File: src/design/ifmt_pkg.sv
// ----------------------------------------------------------------------------
// ifmt_pkg
// Types, codes and character helpers shared by the integer field formatter.
// ----------------------------------------------------------------------------
package ifmt_pkg;

  localparam int LEN_W     = 8;   // field lengths and counts, up to 64
  localparam int DIV_BITS  = 4;   // quotient bits resolved per divider cycle
  localparam int RADIX_MIN = 2;
  localparam int RADIX_MAX = 36;
  localparam int MAX_FIELD = 64;
  localparam int MAX_PREC  = 61;
  localparam int X_INDEX   = 33;  // digit set position of the hex prefix letter

  // format flag bit positions
  localparam int FL_ZERO   = 0;
  localparam int FL_SIGNED = 1;
  localparam int FL_PLUS   = 2;
  localparam int FL_SPACE  = 3;
  localparam int FL_LEFT   = 4;
  localparam int FL_PREFIX = 5;
  localparam int FL_LOWER  = 6;

  localparam logic [7:0] CH_NUL   = 8'h00;
  localparam logic [7:0] CH_SPACE = 8'h20;
  localparam logic [7:0] CH_PLUS  = 8'h2B;
  localparam logic [7:0] CH_MINUS = 8'h2D;
  localparam logic [7:0] CH_ZERO  = 8'h30;
  localparam logic [7:0] CH_UPPER = 8'h41;
  localparam logic [7:0] CH_LOWER = 8'h61;

  typedef struct packed {
    logic [31:0] value;
    logic [5:0]  base;
    logic [6:0]  width;
    logic [5:0]  precision;
    logic [6:0]  format_flags;
  } ifmt_in_t;

  typedef struct packed {
    logic [7:0] out_char;
    logic       is_last;
    logic       bad_base;
  } ifmt_out_t;

  typedef enum logic [3:0] {
    S_IDLE,
    S_BAD,
    S_DIV,
    S_SETUP,
    S_SIZE,
    S_LOAD,
    S_LEAD,
    S_SIGN,
    S_PFX,
    S_ZPAD,
    S_PREC,
    S_DIG,
    S_TRAIL
  } ifmt_state_t;

  // controller to datapath
  typedef struct packed {
    logic        accept;    // capture item, load divider
    logic        div_step;  // one divider cycle
    logic        setup;     // precision and fixed length
    logic        size;      // padding and field length
    logic        ld_cnt;    // load phase counter for phase
    logic        emit;      // emit one character of phase
    ifmt_state_t phase;
  } ifmt_cmd_t;

  // datapath to controller
  typedef struct packed {
    logic in_bad;     // base on the input port out of range
    logic dig_done;   // divider on its last cycle of a digit
    logic q_zero;     // quotient after this cycle is zero
    logic cnt_zero;   // phase counter exhausted
    logic len_done;   // whole (or cut) field emitted
  } ifmt_sts_t;

  function automatic logic [7:0] digit_char(input logic [5:0] d, input logic lower);
    logic [5:0] m;
    logic [7:0] c;
    m = (d >= 6'(RADIX_MAX)) ? d - 6'(RADIX_MAX) : d;
    if (m < 6'd10) begin
      c = CH_ZERO + {2'b00, m};
    end else begin
      c = (lower ? CH_LOWER : CH_UPPER) + {2'b00, m} - 8'd10;
    end
    return c;
  endfunction

endpackage

File: src/design/integer_field_formatter.sv
// ----------------------------------------------------------------------------
// integer_field_formatter
// printf-style text of one integer, one character per result.
// ----------------------------------------------------------------------------
// Usage: drive in_data and raise start; the item is taken at the edge where
// start is high and busy is low. busy stays high until the item's last
// character has left the sequencer. Characters appear on out_data for one
// cycle each, marked by out_valid, in field order, with is_last on the final
// one; there is no back-pressure, the receiver must take every transfer.
// A base outside 2..36 gives a single transfer with bad_base and is_last set
// and out_char zero, sent from the S_BAD state through the character pipeline.
// Sequence: the divider resolves 4 quotient bits a cycle, digit by digit until
// the quotient is zero. After the last digit come the setup steps S_SETUP,
// S_SIZE and S_LOAD, then the 7 emit phases in order, one character a cycle
// within a phase with a counter load between phases; each character passes the
// stage 1 and output registers after its emit slot.
// Reset clears the sequencer and the output strobe; nothing else needs it.
// ----------------------------------------------------------------------------
module integer_field_formatter import ifmt_pkg::*; #(
  parameter int VALUE_BITS  = 32,
  parameter int DIGIT_SLOTS = 32
) (
  input  logic      clk,
  input  logic      rst_n,
  input  logic      start,
  output logic      busy,
  input  ifmt_in_t  in_data,
  output logic      out_valid,
  output ifmt_out_t out_data
);

  ifmt_cmd_t cmd;
  ifmt_sts_t sts;

  ifmt_ctrl u_ctrl (
    .clk   (clk),
    .rst_n (rst_n),
    .start (start),
    .busy  (busy),
    .sts   (sts),
    .cmd   (cmd)
  );

  ifmt_dpath #(
    .VALUE_BITS  (VALUE_BITS),
    .DIGIT_SLOTS (DIGIT_SLOTS)
  ) u_dpath (
    .clk       (clk),
    .rst_n     (rst_n),
    .in_data   (in_data),
    .cmd       (cmd),
    .sts       (sts),
    .out_valid (out_valid),
    .out_data  (out_data)
  );

  // invalid radix answers with a flagged, final transfer
  a_bad_base_reply: assert property (@(posedge clk) disable iff (!rst_n)
    (start && !busy &&
     (in_data.base < 6'(RADIX_MIN) || in_data.base > 6'(RADIX_MAX)))
    |-> ##3 (out_valid && out_data.bad_base && out_data.is_last))
    else $error("bad base not reported");

  a_bad_base_text: assert property (@(posedge clk) disable iff (!rst_n)
    (out_valid && out_data.bad_base) |-> (out_data.is_last && out_data.out_char == CH_NUL))
    else $error("bad base transfer carries text");

  // the closing character of a field leaves as the sequencer goes idle
  a_last_idle: assert property (@(posedge clk) disable iff (!rst_n)
    (out_valid && out_data.is_last && !out_data.bad_base) |-> !busy)
    else $error("last character while still sequencing");

endmodule

File: src/design/ifmt_ctrl.sv
// ----------------------------------------------------------------------------
// ifmt_ctrl
// Sequencer: digit extraction, length setup, emit phases in order, or one bad-base reply.
// ----------------------------------------------------------------------------
module ifmt_ctrl import ifmt_pkg::*; (
  input  logic        clk,
  input  logic        rst_n,
  input  logic        start,
  output logic        busy,
  input  ifmt_sts_t   sts,
  output ifmt_cmd_t   cmd
);

  ifmt_state_t state_r, state_nxt;

  function automatic ifmt_state_t next_phase(input ifmt_state_t s);
    ifmt_state_t n;
    case (s)
      S_LEAD:  n = S_SIGN;
      S_SIGN:  n = S_PFX;
      S_PFX:   n = S_ZPAD;
      S_ZPAD:  n = S_PREC;
      S_PREC:  n = S_DIG;
      S_DIG:   n = S_TRAIL;
      default: n = S_IDLE;
    endcase
    return n;
  endfunction

  always_ff @(posedge clk) begin
    if (!rst_n) begin
      state_r <= S_IDLE;
    end else begin
      state_r <= state_nxt;
    end
  end

  always_comb begin
    state_nxt = state_r;
    cmd       = '0;
    cmd.phase = S_IDLE;
    case (state_r)
      S_IDLE: begin
        if (start) begin
          cmd.accept = 1'b1;
          state_nxt  = sts.in_bad ? S_BAD : S_DIV;
        end
      end
      S_BAD: begin
        cmd.emit  = 1'b1;
        cmd.phase = S_BAD;
        state_nxt = S_IDLE;
      end
      S_DIV: begin
        cmd.div_step = 1'b1;
        if (sts.dig_done && sts.q_zero) state_nxt = S_SETUP;
      end
      S_SETUP: begin
        cmd.setup = 1'b1;
        state_nxt = S_SIZE;
      end
      S_SIZE: begin
        cmd.size  = 1'b1;
        state_nxt = S_LOAD;
      end
      S_LOAD: begin
        cmd.ld_cnt = 1'b1;
        cmd.phase  = S_LEAD;
        state_nxt  = S_LEAD;
      end
      S_LEAD, S_SIGN, S_PFX, S_ZPAD, S_PREC, S_DIG, S_TRAIL: begin
        if (sts.len_done) begin
          state_nxt = S_IDLE;
        end else if (sts.cnt_zero) begin
          state_nxt = next_phase(state_r);
          if (state_r != S_TRAIL) begin
            cmd.ld_cnt = 1'b1;
            cmd.phase  = next_phase(state_r);
          end
        end else begin
          cmd.emit  = 1'b1;
          cmd.phase = state_r;
        end
      end
      default: state_nxt = S_IDLE;
    endcase
  end

  assign busy = (state_r != S_IDLE);

endmodule

File: src/design/ifmt_dpath.sv
// ----------------------------------------------------------------------------
// ifmt_dpath
// Radix divider, digit store, length arithmetic and the character pipeline.
// ----------------------------------------------------------------------------
module ifmt_dpath import ifmt_pkg::*; #(
  parameter int VALUE_BITS  = 32,
  parameter int DIGIT_SLOTS = 32
) (
  input  logic       clk,
  input  logic       rst_n,
  input  ifmt_in_t   in_data,
  input  ifmt_cmd_t  cmd,
  output ifmt_sts_t  sts,
  output logic       out_valid,
  output ifmt_out_t  out_data
);

  localparam int QW  = ((VALUE_BITS + DIV_BITS - 1) / DIV_BITS) * DIV_BITS;
  localparam int SPD = QW / DIV_BITS;
  localparam int SCW = (SPD > 1) ? $clog2(SPD) : 1;
  localparam int AW  = (DIGIT_SLOTS > 1) ? $clog2(DIGIT_SLOTS) : 1;
  localparam int CW  = $clog2(DIGIT_SLOTS + 1);

  // input decode
  logic [VALUE_BITS+31:0] val_ext;
  logic [VALUE_BITS-1:0]  val_v;
  logic [VALUE_BITS-1:0]  val_mag;
  logic                   val_neg;
  logic [6:0]             fl;

  assign val_ext = {{VALUE_BITS{1'b0}}, in_data.value};
  assign val_v   = val_ext[VALUE_BITS-1:0];
  assign fl      = in_data.format_flags;
  assign val_neg = fl[FL_SIGNED] & val_v[VALUE_BITS-1];
  // most negative value wraps onto itself, read unsigned afterwards
  assign val_mag = val_neg ? (VALUE_BITS'(0) - val_v) : val_v;

  // item registers
  logic [5:0]       base_r;
  logic             lower_r;
  logic             left_r;
  logic             zero_r;
  logic             sign_en_r;
  logic [7:0]       sign_ch_r;
  logic [1:0]       pfxlen_r;
  logic [6:0]       width_r;
  logic [5:0]       prec_r;

  always_ff @(posedge clk) begin
    if (cmd.accept) begin
      base_r    <= in_data.base;
      lower_r   <= fl[FL_LOWER];
      left_r    <= fl[FL_LEFT];
      zero_r    <= fl[FL_ZERO] & ~fl[FL_LEFT];
      sign_en_r <= val_neg | fl[FL_PLUS] | fl[FL_SPACE];
      sign_ch_r <= val_neg ? CH_MINUS : (fl[FL_PLUS] ? CH_PLUS : CH_SPACE);
      if (!fl[FL_PREFIX]) begin
        pfxlen_r <= 2'd0;
      end else if (in_data.base == 6'd16) begin
        pfxlen_r <= 2'd2;
      end else if (in_data.base == 6'd8) begin
        pfxlen_r <= 2'd1;
      end else begin
        pfxlen_r <= 2'd0;
      end
      width_r <= (in_data.width > 7'(MAX_FIELD)) ? 7'(MAX_FIELD) : in_data.width;
      prec_r  <= (in_data.precision > 6'(MAX_PREC)) ? 6'(MAX_PREC) : in_data.precision;
    end
  end

  // restoring radix divider, DIV_BITS quotient bits per cycle
  logic [QW-1:0]  q_r, q_nxt;
  logic [6:0]     rem_r, rem_nxt;
  logic [SCW-1:0] step_r;
  logic [CW-1:0]  dc_r;
  logic           step_last;

  always_comb begin
    logic [6:0]    r;
    logic [QW-1:0] q;
    logic          ge;
    r = rem_r;
    q = q_r;
    for (int i = 0; i < DIV_BITS; i++) begin
      r  = {r[5:0], q[QW-1]};
      ge = (r >= {1'b0, base_r});
      if (ge) r = r - {1'b0, base_r};
      q  = {q[QW-2:0], ge};
    end
    rem_nxt = r;
    q_nxt   = q;
  end

  assign step_last = (step_r == SCW'(SPD - 1));

  always_ff @(posedge clk) begin
    if (cmd.accept) begin
      q_r    <= QW'(val_mag);
      rem_r  <= '0;
      step_r <= '0;
      dc_r   <= '0;
    end else if (cmd.div_step) begin
      q_r <= q_nxt;
      if (step_last) begin
        rem_r  <= '0;
        step_r <= '0;
        if (dc_r < CW'(DIGIT_SLOTS)) dc_r <= dc_r + CW'(1);
      end else begin
        rem_r  <= rem_nxt;
        step_r <= step_r + SCW'(1);
      end
    end
  end

  // digit store, least significant digit first; overflow digits are dropped
  logic [5:0]    dstore [DIGIT_SLOTS];
  logic [5:0]    rd_data_r;
  logic [LEN_W-1:0] cnt_r;
  logic [LEN_W-1:0] cnt_m1;
  logic [AW-1:0] rd_addr;

  assign cnt_m1  = cnt_r - LEN_W'(1);
  assign rd_addr = cnt_m1[AW-1:0];

  always_ff @(posedge clk) begin
    if (cmd.div_step && step_last && (dc_r < CW'(DIGIT_SLOTS))) begin
      dstore[dc_r[AW-1:0]] <= rem_nxt[5:0];
    end
    if (cmd.emit && (cmd.phase == S_DIG)) begin
      rd_data_r <= dstore[rd_addr];
    end
  end

  // lengths
  logic [LEN_W-1:0] dc_ext, prec_ext, prec_eff, width_ext, total;
  logic [LEN_W-1:0] prec_zeros_r, fixed_r, pad_r, len_r, n_r, cnt_load;

  assign dc_ext    = LEN_W'(dc_r);
  assign prec_ext  = LEN_W'(prec_r);
  assign prec_eff  = (dc_ext > prec_ext) ? dc_ext : prec_ext;
  assign width_ext = LEN_W'(width_r);
  assign total     = (width_ext > fixed_r) ? width_ext : fixed_r;

  always_comb begin
    case (cmd.phase)
      S_LEAD:  cnt_load = (!zero_r && !left_r) ? pad_r : '0;
      S_SIGN:  cnt_load = LEN_W'(sign_en_r);
      S_PFX:   cnt_load = LEN_W'(pfxlen_r);
      S_ZPAD:  cnt_load = zero_r ? pad_r : '0;
      S_PREC:  cnt_load = prec_zeros_r;
      S_DIG:   cnt_load = dc_ext;
      S_TRAIL: cnt_load = left_r ? pad_r : '0;
      default: cnt_load = '0;
    endcase
  end

  always_ff @(posedge clk) begin
    if (cmd.setup) begin
      prec_zeros_r <= prec_eff - dc_ext;
      fixed_r      <= prec_eff + LEN_W'(sign_en_r) + LEN_W'(pfxlen_r);
    end
    if (cmd.size) begin
      pad_r <= (width_ext > fixed_r) ? width_ext - fixed_r : '0;
      len_r <= (total > LEN_W'(MAX_FIELD)) ? LEN_W'(MAX_FIELD) : total;
      n_r   <= '0;
    end else if (cmd.emit) begin
      n_r <= n_r + LEN_W'(1);
    end
    if (cmd.ld_cnt) begin
      cnt_r <= cnt_load;
    end else if (cmd.emit) begin
      cnt_r <= cnt_m1;
    end
  end

  always_comb begin
    sts          = '0;
    sts.in_bad   = (in_data.base < 6'(RADIX_MIN)) || (in_data.base > 6'(RADIX_MAX));
    sts.dig_done = step_last;
    sts.q_zero   = (q_nxt == '0);
    sts.cnt_zero = (cnt_r == '0);
    sts.len_done = (n_r == len_r);
  end

  // character pipeline: stage 1 holds the phase and the digit read
  logic        e1_valid_r;
  ifmt_state_t e1_phase_r;
  logic        e1_x_r;
  logic        e1_last_r;
  logic        out_valid_r;
  ifmt_out_t   out_data_r;
  logic [7:0]  ch;

  always_ff @(posedge clk) begin
    if (!rst_n) begin
      e1_valid_r  <= 1'b0;
      out_valid_r <= 1'b0;
    end else begin
      e1_valid_r  <= cmd.emit;
      out_valid_r <= e1_valid_r;
    end
  end

  always_ff @(posedge clk) begin
    if (cmd.emit) begin
      e1_phase_r <= cmd.phase;
      e1_x_r     <= (cnt_r == LEN_W'(1)) && (pfxlen_r == 2'd2);
      e1_last_r  <= (cmd.phase == S_BAD) || (n_r == len_r - LEN_W'(1));
    end
  end

  always_comb begin
    case (e1_phase_r)
      S_SIGN:          ch = sign_ch_r;
      S_PFX:           ch = e1_x_r ? digit_char(6'(X_INDEX), lower_r) : CH_ZERO;
      S_ZPAD, S_PREC:  ch = CH_ZERO;
      S_DIG:           ch = digit_char(rd_data_r, lower_r);
      S_LEAD, S_TRAIL: ch = CH_SPACE;
      default:         ch = CH_NUL;
    endcase
  end

  always_ff @(posedge clk) begin
    if (e1_valid_r) begin
      out_data_r.out_char <= ch;
      out_data_r.is_last  <= e1_last_r;
      out_data_r.bad_base <= (e1_phase_r == S_BAD);
    end
  end

  assign out_valid = out_valid_r;
  assign out_data  = out_data_r;

endmodule
File: config.mk
export PLATFORM = sky130hd
export DESIGN_NAME = integer_field_formatter
export DESIGN_NICKNAME = d
export VERILOG_FILES = /design/src/design/ifmt_pkg.sv /design/src/design/integer_field_formatter.sv /design/src/design/ifmt_ctrl.sv /design/src/design/ifmt_dpath.sv
export SDC_FILE = /design/constraint.sdc
export NUM_CORES = 1
export LEC_CHECK = 0
export BUFFER_PORTS_ARGS = -buffer_cell sky130_fd_sc_hd__buf_4
export CAP_MARGIN = 20
export CORE_ASPECT_RATIO = 0.6
export CORE_MARGIN = 2
export CORE_UTILIZATION = 39
export CTS_BUF_LIST = sky130_fd_sc_hd__clkbuf_4 sky130_fd_sc_hd__clkbuf_8
export DETAILED_ROUTE_END_ITERATION = 12
export PLACE_DENSITY_LB_ADDON = 0.05
export SETUP_SLACK_MARGIN = 0.5
export SLEW_MARGIN = 25
export SYNTH_ARGS = -nofsm -noshare
export SYNTH_HDL_FRONTEND = slang
export SYNTH_SLANG_ARGS = --single-unit
File: constraint.sdc
create_clock -name clk -period 8.75 [get_ports clk]
set_input_delay 0.4375 -clock clk [delete_from_list [all_inputs] [get_ports clk]]
set_output_delay 0.4375 -clock clk [all_outputs]
set_load 0.05 [all_outputs]
==> metrics.md <==
| Metric | Value |
|---|---|
| Sequential element share of the synthesized area | `57.4%` |
| Ratio of final minimum period to clock period | `89.0%` |
| R2R setup slack | `0.96 ns` |
| Last element of the critical path | `u_dpath.rem_r[2]$_SDFFE_PP0P_` |
| Worst hold stages | `1` |
| Area grow syn2layout | `14.0%` |
| Signal arrival time at the worst endpoint | `8.27 ns` |
| Predominant post-synthesis flop cell | `sky130_fd_sc_hd__edfxtp_1` |
| Post-detailed-route wirelength per cell | `21.5 um` |
| Critical path launch point type | `flip-flop` |
| Number of nets in the layout | `1591` |
| Clock slew at reported path FFs | `0.07 ns` |
| Endpoints failing hold | `0` |
| Commonest cells post-synth | `312 x sky130_fd_sc_hd__edfxtp_1, 115 x sky130_fd_sc_hd__nor2_1, 110 x sky130_fd_sc_hd__nand2_1, 82 x sky130_fd_sc_hd__inv_1, 72 x sky130_fd_sc_hd__o21ai_0` |
| Number of synthesized register bits | `341` |
| Initial antenna violation count | `0` |
| Main combinational cell family by area after synthesis | `simple AND/OR/NAND/NOR gates` |
| Max Clock Freq | `128 MHz` |
| Iteration count of the initial detailed-routing pass | `5` |
| Combined flip-flop and latch cell area | `9950 um2` |
| Synthesized instance count | `1350` |
| Antenna violation net count after detailed routing | `0` |
| Xor and xnor area share after synthesis | `4.39%` |
| Compound-Gate Fraction of Synth Area | `8.86%` |
| CTS Root Buffer Type | `sky130_fd_sc_hd__clkbuf_8` |
| Clock tree from TritonCTS | `yes` |
| Startpoint of the most critical register-to-register path | `u_dpath.base_r[0]$_DFFE_PP_` |
| Proportion of layout cells with a drive suffix above 1 | `19.5%` |
| Worst-Skew Late Latency | `0.60 ns` |
| Number of flops mapped to enable cells by yosys | `312` |
| Vias in the first global route | `10800` |
| Pins over their slew limit | `0` |
| Yosys warning count | `0` |
| Number of buffer cells added on primary ports | `72` |
| Area of the multi-input gates | `6950 um2` |
| Cell type contributing the most total cell area after synthesis | `sky130_fd_sc_hd__edfxtp_1` |
| Worst stage delay on the critical path | `0.46 ns` |
| Largest fanout on the critical path | `33` |
| Status | `completed` |
| Critical path required time | `9.23 ns` |
| Number of DRC violations after detailed routing | `0` |
| Portion of netlist area occupied by mux cells | `10.1%` |
| RSZ-0062 raised after global routing | `no` |
| Width of the die | `276 um` |
| Final setup violating endpoints | `0` |
| DIE AREA | `46200 um2` |
| Combined area of all synthesized cells | `17300 um2` |
| Final min period | `7.79 ns` |
| Most repeated library cell on the critical path | `sky130_fd_sc_hd__ha_1` |
| Estimated wirelength of the detail-placed design | `31700 um` |
| GR Util All Layers | `19.1%` |
| Category of the critical setup timing path | `reg2reg` |
| Max Cap Viol | `0` |
| Top area cells in the synthesized netlist | `sky130_fd_sc_hd__edfxtp_1 54%, sky130_fd_sc_hd__mux4_2 7.8%, sky130_fd_sc_hd__ha_1 4.8%` |
| Routed wire length | `44500 um` |
| Fraction of the mapped netlist area in adder cells | `5.86%` |
| Floorplan die height | `167 um` |
| Fillcell total | `3971` |
| Ys async rst share | `0%` |
| Clock Tree Buf Depth | `3` |
| Clock sink count | `341` |
| Wire length of the first global-routing pass | `67100 um` |
| R2R depth | `33` |
| Net count after synthesis | `1486` |
| Number of top-level design ports | `73` |
| Total vias in the final route | `11200` |
| Pin count of the biggest net entering global routing | `62` |
| Vias per std cell | `5.40` |
| Total overflow reported by the global router | `0` |
| Transition at the pin with the smallest max-transition slack | `0.998 ns` |
| Number of rows in the core area | `59` |
| Class of the most critical hold timing path | `in2reg` |
| Iteration-0 DRC Markers | `956` |
| Simple-gate area share of the yosys netlist | `10.5%` |
| Worst Skew | `0.0272 ns` |
| Area share of the largest cell type after synthesis | `54.0%` |
| Element type at the critical path end | `flip-flop` |
| Most repeated cell in the gate-level netlist after synthesis | `sky130_fd_sc_hd__edfxtp_1` |
| H-tree levels | `2` |
| Sum Neg Setup Slack | `0 ns` |
| Unique masters post-synth | `80` |
| Placeable Area | `43600 um2` |
| Final estimated routing congestion in global placement | `0.869` |
| Num CTS Buffers | `53` |
| Worst setup path startpoint | `u_dpath.base_r[0]$_DFFE_PP_` |
| Headroom to the max-slew limit | `33.5%` |
| Initial Util | `39.7%` |
| Average size of a mapped cell | `12.8 um2` |
| Cell type of the slowest stage on the worst timing path | `sky130_fd_sc_hd__edfxtp_1` |
| Terminus of the critical flop-to-flop path | `u_dpath.rem_r[2]$_SDFFE_PP0P_` |
==> repair_timing <==
action	in CTS	in global routing
hold buffers	2	0
pin swaps	1	3
hold endpoints to repair	2	0
setup buffers	0	6
endpoints found under the setup margin	198	202
resized for setup	1	2
cloned	0	0
==> placed cells by master, fill, tap and decap left out, drive strengths merged, types with 51 or more instances in the layout <==
| master | instances |
|---|---|
| o21ai | 77 |
| buf | 99 |
| xnor2 | 51 |
| edfxtp | 312 |
| nand2 | 110 |
| mux4 | 60 |
| clkbuf | 72 |
| a21oi | 69 |
| nor2 | 115 |
| inv | 85 |
| ha | 66 |
==> worst max-delay path, delay by kind of cell, from the launching register on <==
kind	cells	cell delay, ns
compound gates	15	3.61
fa+ha+maj	4	1.20
buf+inv	4	0.36
flops	1	0.46
mux	2	0.77
simple gates	8	1.25
==> layout make-up <==
class | instances | area share [%]
Multi-Input combinational cell | 874 | 35.2
Tap cell | 579 | 3.66
Sequential cell | 341 | 50.3
Inverter | 84 | 1.59
Clock inverter | 18 | 0.702
Clock buffer | 72 | 4.51
Antenna cell | 1 | 0.0127
Timing Repair Buffer | 101 | 4.05
==> through the flow <==
stage	setup WS, ns	std cells	utilization (%)	hold WS (ns)	area, um2
final	0.959	2070	45.3	0.0525	19800
after global routing	0.532	2069	45.3	0.0192	19800
after global placement	0.361	1971	42.7	0.401	18600
after floorplan	0.689	1350	-	0.400	17300
after detailed placement	0.343	1971	42.7	0.438	18600
after CTS	0.535	2063	45.1	0.0147	19700
==> sequential cells by signal, summed over array words and instances (netlist names), 6 cells and up <==
register              flops
u_dpath.prec_r            6
u_dpath.pad_r             8
u_dpath.rem_r             6
u_dpath.dc_r              6
u_dpath.base_r            6
u_dpath.rd_data_r         6
u_dpath.out_data         10
u_dpath.q_r              32
u_dpath.prec_zeros_r      8
u_dpath.fixed_r           7
u_dpath.width_r           7
u_dpath.dstore          192
u_dpath.cnt_r             8
u_dpath.len_r             7
u_dpath.n_r               8
==> worst min path at each step <==
stage                                start                              end  slack [ns]
5_1_grt                         in_data[9]  u_dpath.prec_r[2]$_SDFFCE_PN1P_        0.02
3_3_place_gp   u_dpath.e1_last_r$_DFFE_PP_    u_dpath.out_data[1]$_DFFE_PP_        0.40
2_1_floorplan  u_dpath.e1_last_r$_DFFE_PP_    u_dpath.out_data[1]$_DFFE_PP_        0.40
6_report                        in_data[9]  u_dpath.prec_r[2]$_SDFFCE_PN1P_        0.05
3_5_place_dp   u_dpath.e1_last_r$_DFFE_PP_    u_dpath.out_data[1]$_DFFE_PP_        0.44
4_1_cts                         in_data[9]  u_dpath.prec_r[2]$_SDFFCE_PN1P_        0.01
==> metal layers <==
metal | track usage [%] | vias up | part of all wire [%] | wire length, um
met1 | 31.3 | 5558 | 53 | 23700
met4 | 4.02 | 0 | 1.4 | 632
li1 | - | 5277 | - | -
met2 | 25.4 | 281 | 39 | 17300
met3 | 4.23 | 54 | 6.5 | 2880
met5 | 0 | - | 0 | 0
==> cells by family (layout without fill, tap and decap cells) <==
logic type               Yosys count  count (layout)
XOR/XNOR                          87              87
AND/OR/NAND/NOR                  375             375
multiplexers                      95              95
AO/OA/AOI/OAI                    241             241
buffers and inverters            135             275
other                              0               1
adder cells (fa/ha/maj)           76              76
flip-flops                       341             341
Power is not shown: default switching activity piles up to over one toggle a cycle in this logic, so the estimate is an artifact.
